[config.mk]
export PLATFORM = sky130hd
export DESIGN_NAME = sorted_event_queue
export DESIGN_NICKNAME = d
export VERILOG_FILES = /design/src/hw/rtl/sevq_pkg.sv /design/src/hw/rtl/sevq_cell.sv /design/src/hw/rtl/sorted_event_queue.sv
export SDC_FILE = /design/constraint.sdc
export NUM_CORES = 2
export LEC_CHECK = 0
export BUFFER_PORTS_ARGS = -buffer_cell sky130_fd_sc_hd__clkbuf_2
export CORE_AREA = 2 2 342 344
export DETAILED_ROUTE_END_ITERATION = 8
export DIE_AREA = 0 0 344 346
export PLACE_DENSITY = 0.65
export SYNTH_ARGS = -nofsm -noshare
export SYNTH_HDL_FRONTEND = slang
export SYNTH_SLANG_ARGS = --single-unit
[constraint.sdc]
create_clock -name clk_i -period 6.85 [get_ports clk_i]
set_clock_uncertainty 0.2 [all_clocks]
set_input_delay 0.685 -clock clk_i [delete_from_list [all_inputs] [get_ports clk_i]]
set_output_delay 0.685 -clock clk_i [all_outputs]
set_load 0.01 [all_outputs]
[src/hw/rtl/sevq_pkg.sv]
// shared types and codes for the sorted event queue
`timescale 1ns / 1ps
`default_nettype none

package sevq_pkg;

  // operation codes carried on the opcode field
  localparam logic OP_INSERT = 1'b0;
  localparam logic OP_POP    = 1'b1;

  typedef enum logic [1:0] {
    ST_OK    = 2'd0,
    ST_FULL  = 2'd1,
    ST_EMPTY = 2'd2
  } status_e;

  // per-cycle command broadcast to every cell
  typedef struct packed {
    logic ins;
    logic pop;
  } cell_ctrl_t;

endpackage

`default_nettype wire

[src/hw/rtl/sevq_cell.sv]
// one slot of the shift-register queue: holds an entry and compares its time
`timescale 1ns / 1ps
`default_nettype none

module sevq_cell #(
  parameter int  TIME_BITS = 32,
  parameter int  ENT_BITS  = 52,
  parameter bit  IS_HEAD   = 1'b0
) (
  input  wire logic                 clk_i,
  input  wire sevq_pkg::cell_ctrl_t ctrl_i,
  input  wire logic                 valid_i,
  input  wire logic [ENT_BITS-1:0]  new_i,
  input  wire logic [ENT_BITS-1:0]  left_i,
  input  wire logic                 left_past_i,
  input  wire logic [ENT_BITS-1:0]  right_i,
  input  wire logic                 front_i,
  output logic      [ENT_BITS-1:0]  ent_o,
  output logic                      past_o
);

  logic [ENT_BITS-1:0] ent_q, ent_d;
  logic                new_lt;
  logic                new_le;

  // new time strictly below the time held here
  assign new_lt = new_i[ENT_BITS-1 -: TIME_BITS] < ent_q[ENT_BITS-1 -: TIME_BITS];
  // new time at or below the time held here
  assign new_le = new_i[ENT_BITS-1 -: TIME_BITS] <= ent_q[ENT_BITS-1 -: TIME_BITS];

  // past: this slot sits at or after the insert point
  always_comb begin
    if (IS_HEAD) begin
      past_o = !valid_i || new_lt;
    end else begin
      past_o = !valid_i || new_le || front_i;
    end
  end

  always_comb begin
    ent_d = ent_q;
    if (ctrl_i.ins && past_o) begin
      ent_d = left_past_i ? left_i : new_i;
    end else if (ctrl_i.pop) begin
      ent_d = right_i;
    end
  end

  always_ff @(posedge clk_i) begin
    ent_q <= ent_d;
  end

  assign ent_o = ent_q;

endmodule

`default_nettype wire

[src/hw/rtl/sorted_event_queue.sv]
// sorted event queue: a row of compare-and-shift cells, head at cell zero
// the result of an item is registered and presented in the cycle after its transfer
// throughput: one insert or pop per cycle while no result is stalled; every cell compares and shifts in parallel
// in_ready_o drops only while a finished result waits on a stalled output
// reset clears the entry count and the result valid flag; slot contents are not reset
`timescale 1ns / 1ps
`default_nettype none

module sorted_event_queue #(
  parameter int QUEUE_DEPTH = 16,
  parameter int TIME_BITS   = 32,
  parameter int ID_BITS     = 8,
  parameter int KIND_BITS   = 4
) (
  input  wire logic                             clk_i,
  input  wire logic                             rst_ni,
  input  wire logic                             in_valid_i,
  output logic                                  in_ready_o,
  input  wire logic                             opcode_i,
  input  wire logic [TIME_BITS-1:0]             event_time_i,
  input  wire logic [KIND_BITS-1:0]             event_kind_i,
  input  wire logic [ID_BITS-1:0]               source_id_i,
  input  wire logic [ID_BITS-1:0]               target_id_i,
  output logic                                  res_valid_o,
  input  wire logic                             res_ready_i,
  output logic                                  out_valid_o,
  output logic [TIME_BITS-1:0]                  out_time_o,
  output logic [KIND_BITS-1:0]                  out_kind_o,
  output logic [ID_BITS-1:0]                    out_source_o,
  output logic [ID_BITS-1:0]                    out_target_o,
  output logic [1:0]                            status_o,
  output logic [$clog2(QUEUE_DEPTH+1)-1:0]      fill_count_o
);

  localparam int CW       = $clog2(QUEUE_DEPTH + 1);
  localparam int ENT_BITS = TIME_BITS + KIND_BITS + 2 * ID_BITS;

  logic [CW-1:0]       count_q, count_d;
  logic                res_valid_q;
  logic                xfer_in;
  logic                is_full, is_empty;
  logic [ENT_BITS-1:0] new_ent;
  logic [ENT_BITS-1:0] ent [QUEUE_DEPTH];
  logic                past [QUEUE_DEPTH];
  sevq_pkg::cell_ctrl_t ctrl;

  // output register payload
  logic                    ovalid_q, ovalid_d;
  logic [ENT_BITS-1:0]     oent_q, oent_d;
  sevq_pkg::status_e       status_q, status_d;
  logic [CW-1:0]           ofill_q;

  assign in_ready_o = !res_valid_q || res_ready_i;
  assign xfer_in    = in_valid_i && in_ready_o;
  assign is_full    = count_q == CW'(QUEUE_DEPTH);
  assign is_empty   = count_q == '0;
  assign new_ent    = {event_time_i, event_kind_i, source_id_i, target_id_i};

  assign ctrl.ins = xfer_in && (opcode_i == sevq_pkg::OP_INSERT) && !is_full;
  assign ctrl.pop = xfer_in && (opcode_i == sevq_pkg::OP_POP) && !is_empty;

  for (genvar i = 0; i < QUEUE_DEPTH; i++) begin : g_cell
    logic [ENT_BITS-1:0] left_ent, right_ent;
    logic                left_past;

    if (i == 0) begin : g_head
      assign left_ent  = new_ent;
      assign left_past = 1'b0;
    end else begin : g_body
      assign left_ent  = ent[i-1];
      assign left_past = past[i-1];
    end

    if (i == QUEUE_DEPTH - 1) begin : g_tail
      assign right_ent = ent[i];
    end else begin : g_mid
      assign right_ent = ent[i+1];
    end

    sevq_cell #(
      .TIME_BITS (TIME_BITS),
      .ENT_BITS  (ENT_BITS),
      .IS_HEAD   (i == 0)
    ) u_cell (
      .clk_i       (clk_i),
      .ctrl_i      (ctrl),
      .valid_i     (CW'(i) < count_q),
      .new_i       (new_ent),
      .left_i      (left_ent),
      .left_past_i (left_past),
      .right_i     (right_ent),
      .front_i     (past[0]),
      .ent_o       (ent[i]),
      .past_o      (past[i])
    );
  end

  always_comb begin
    count_d  = count_q;
    ovalid_d = 1'b0;
    oent_d   = '0;
    status_d = sevq_pkg::ST_OK;
    if (opcode_i == sevq_pkg::OP_INSERT) begin
      if (is_full) begin
        status_d = sevq_pkg::ST_FULL;
      end else begin
        count_d = count_q + CW'(1);
      end
    end else begin
      if (is_empty) begin
        status_d = sevq_pkg::ST_EMPTY;
      end else begin
        ovalid_d = 1'b1;
        oent_d   = ent[0];
        count_d  = count_q - CW'(1);
      end
    end
  end

  always_ff @(posedge clk_i or negedge rst_ni) begin
    if (!rst_ni) begin
      count_q     <= '0;
      res_valid_q <= 1'b0;
    end else begin
      if (xfer_in) begin
        count_q     <= count_d;
        res_valid_q <= 1'b1;
      end else if (res_ready_i) begin
        res_valid_q <= 1'b0;
      end
    end
  end

  always_ff @(posedge clk_i) begin
    if (xfer_in) begin
      ovalid_q <= ovalid_d;
      oent_q   <= oent_d;
      status_q <= status_d;
      ofill_q  <= count_d;
    end
  end

  assign res_valid_o  = res_valid_q;
  assign out_valid_o  = ovalid_q;
  assign out_time_o   = oent_q[ENT_BITS-1 -: TIME_BITS];
  assign out_kind_o   = oent_q[2*ID_BITS +: KIND_BITS];
  assign out_source_o = oent_q[ID_BITS +: ID_BITS];
  assign out_target_o = oent_q[0 +: ID_BITS];
  assign status_o     = status_q;
  assign fill_count_o = ofill_q;

endmodule

`default_nettype wire

==> results by group <==
Synth
  • Post-synth ARST share: less than 1%
  • Synthesis Warnings: 0
  • Synth Instances: between 5k and 6k
  • Synth Net Count: roughly 6.2k
  • Dominant cells by area after synthesis: edfxtp_1, mux2i_1, ha_1
  • Yosys reg bits: 898
  • Post-synth EDFFs: approximately 890
  • Top FF cell, synth: edfxtp_1
  • Synth Area per Inst: a little over 10 um2
  • Most frequent cells after synthesis: nand2_1, edfxtp_1, o21ai_0, mux2i_1, inv_1
  • Cell variety after synth: 67
  • Register area share after synthesis: 47.0%
  • Top-count cell post-synth: nand2_1
  • Cell taking the most area after synthesis: edfxtp_1
  • Top cell type's share of synthesized area: 46.8%
  • Synth Cell Area: about 0.057 mm2

Pwr
  • Pwr Density: 280 mW/mm2
  • Power, Total: ~18 mW
  • Leakage: about 26 nW
  • Maximum VDD drop: 0.227 mV

Critical path
  • Sequence of cells on the critical path: inv_1 -> ha_1 -> and3_1 -> o211ai_1 -> o21a_1 -> o41ai_4 -> a22oi_2 -> buf_4 -> nor2_4 -> buf_4 -> mux2i_1 -> o21ai_0
  • CP most frequent cell: buf_4
  • Max stage delay on crit path: 0.61 ns
  • Crit-path slowest cell: buf_4
  • Crit Path Class: flop to flop
  • Critical Path Source Type: flop
  • Worst path bufs/invs: 3
  • CP arrival: a little under 5 ns
  • CP delay by family, top: compound AO/OA/AOI/OAI gates
  • Worst path required time: 7.06 ns
  • Max Fanout on Critical Path: 35
  • Worst setup EP type: flop
  • R2r setup slk: approximately 2.2 ns

STA
  • Finish-stage setup viols: 0
  • Final setup TNS: 0 ns
  • Unrepaired setup endpoints after global routing: false
  • Period utilization: about two thirds
  • Rel. slew slack: between 20 and 25%
  • Worst-Margin Slew: about 1.2 ns
  • Fin crit period: around 4.7 ns
  • Max Clk Rate: between 200 and 250 MHz
  • Hold Fails Final Rpt: 0
  • Slew Limit Fails: 0

Clocking
  • Max clock buf depth: 3
  • Clk_lat worst skew: 0.71 ns
  • Num CTS Buffers: 100
  • Sink Count: 898
  • Post-CTS setup buffers: 0
  • Root Buffer: clkbuf_16
  • TritonCTS clock tree: built
  • H-tree levels: 3
  • Clock transition at path regs: 0.06 ns

Layout
  • Filler cell count: ~10k
  • Layout cell share with drive strength beyond 1: 8.16%
  • Synth-to-layout area growth: 9.06%
  • Final cell count without fillers: about 7.2k
  • NumNets Final: 6159
  • Fin area: approximately 0.062 mm2
  • Ant. Diodes: 0
  • Register area: approximately 0.027 mm2
  • Layout Utilization: 54.1%
  • Multi-input gate area: about 0.027 mm2

Global route
  • Largest net degree at the start of global routing: 106
  • Number of global-route vias before repair: between 40k and 50k
  • Overall Global Routing Usage: around a quarter
  • GR Overflow Total: 0
  • First-pass GRT wire length: roughly 230000 um
  • Initial antenna violation count: 2

Placed design
  • Placed Area: 0.0592 mm2
  • DP HPWL: approximately 110000 um
  • Placer congestion estimate: 0.884
  • Cells after DPL: between 7k and 8k
  • PortBufs: 118

Drt
  • Total length of routed wires: between 100000 and 150000 um
  • Drt drc: 0
  • Routed Antenna Nets: 0
  • DRT iter0 DRCs: about 3.1k
  • First-pass iteration count of the detailed router: 5
  • Number of vias in the routed layout: about 42k
  • Avg Vias per Cell: 5.82
  • Routed len/inst: approximately 21 um

Floorplanning
  • Die width: 344 um
  • Core Footprint: approximately 0.12 mm2
  • Std cell rows: approximately 130
  • Die Footprint: around 0.12 mm2
  • Die Ht: between 300 and 400 um
  • Top-level I/O count: roughly 120
  • Initial core utilization: just under 50%

Run
  • Max_cap viols: 0

Run status
  • Status: finished, final reports clean

Hold path
  • Hold WC Path Type: input pin to flop
[worst register-to-register path, delay by kind of cell (launching register included)]
kind / cells / cell delay (ns)
multiplexers: 1 / 0.30
AO/OA/AOI/OAI: 5 / 1.46
AND/OR/NAND/NOR: 2 / 0.72
buffers and inverters: 3 / 0.99
adder cells (fa/ha/maj): 1 / 0.29
flip-flops: 1 / 0.42
[kinds of logic (layout without fill, tap and decap cells)]
kind of cell | after synthesis | in the layout | synth area share, %
compound gates | 1246 | 1246 | 11.9
xor+xnor | 2 | 2 | 0.0306
fa+ha+maj | 514 | 514 | 11.2
buf+inv | 836 | 921 | 6.29
flops | 898 | 898 | 47.0
mux | 774 | 774 | 13.6
simple gates | 1317 | 1317 | 9.91
[where the power goes]
group          leakage (nW)  switching, mW  total (mW)  internal [mW]
sequential             8.55          0.629        7.81           7.18
clock                  1.60           2.39        5.47           3.07
combinational          15.4           2.64        4.22           1.59
total                  25.5           5.66        17.5           11.8
[routing by layer]
layer,global-route usage [%],up-vias,share of wire [%]
met5,0,-,0.017
met4,6.75,4,2.6
met3,2.95,217,4.1
met2,42.2,890,50
met1,32.9,20672,44
li1,-,20104,-
[cells in the final DEF (no fill, tap or decap), drive strengths merged, types with 5 or more instances in the layout]
cell / count
a221oi: 17
a2111o: 5
a21o: 25
nand4: 105
o21ai: 827
ha: 514
edfxtp: 892
nor4: 29
nor2b: 16
a21oi: 264
mux2: 46
o31ai: 10
nand2: 897
a211oi: 18
dfrtp: 6
and2: 59
a31oi: 9
mux2i: 728
nand2b: 11
nor2: 120
nor3: 23
o21a: 8
nand3: 41
clkinv: 53
clkbuf: 238
bufinv: 9
a22oi: 10
inv: 519
o211ai: 21
buf: 98
[path summary, 6_finish.rpt]
kind	cells past startpoint	endpoint	start
worst max-delay path	12	g_cell[7].u_cell.ent_o[10]$_DFFE_PP_	g_cell[0].u_cell.ent_o[26]$_DFFE_PP_
worst min-delay path	3	res_valid_o$_DFFE_PN0P_	res_ready_i
worst max register to register	12	g_cell[7].u_cell.ent_o[10]$_DFFE_PP_	g_cell[0].u_cell.ent_o[26]$_DFFE_PP_
worst min register to register	2	g_cell[14].u_cell.ent_o[8]$_DFFE_PP_	g_cell[15].u_cell.ent_o[8]$_DFFE_PP_
max in group asynchronous	2	count_q[4]$_DFFE_PN0P_	rst_ni
min in group asynchronous	2	res_valid_o$_DFFE_PN0P_	rst_ni
[what timing repair did]
action / 4_1_cts / 5_1_grt
resized for setup: 0 / 0
hold buffers: 2 / 0
endpoints found under the hold margin: 7 / 0
[registers in the layout, indices dropped and copies added (netlist names)]
name,cells
g_cell.u_cell.ent_o,832
oent_q,52
count_q,5
fill_count_o,5
status_o,2
out_valid_o,1
res_valid_o,1
[per-stage QoR]
stage               setup slack [ns]  hold WS [ns]
CTS                             2.21        0.0512
global placement                1.83         0.302
global route                    1.95         0.109
floorplan                      0.388         0.189
detailed placement              1.77         0.321
finish                          2.17        0.0931
[cell type report]
type	instances	share of cell area [%]
multi-input cells	3853	43.2
inverters	517	3.11
clock buffers	120	4.18
repair buffers	218	2.30
well taps	1524	3.05
flip-flops and latches	898	43.1
clock inverters	66	1.05
No activity file was read; power rests on OpenSTA's default activity.
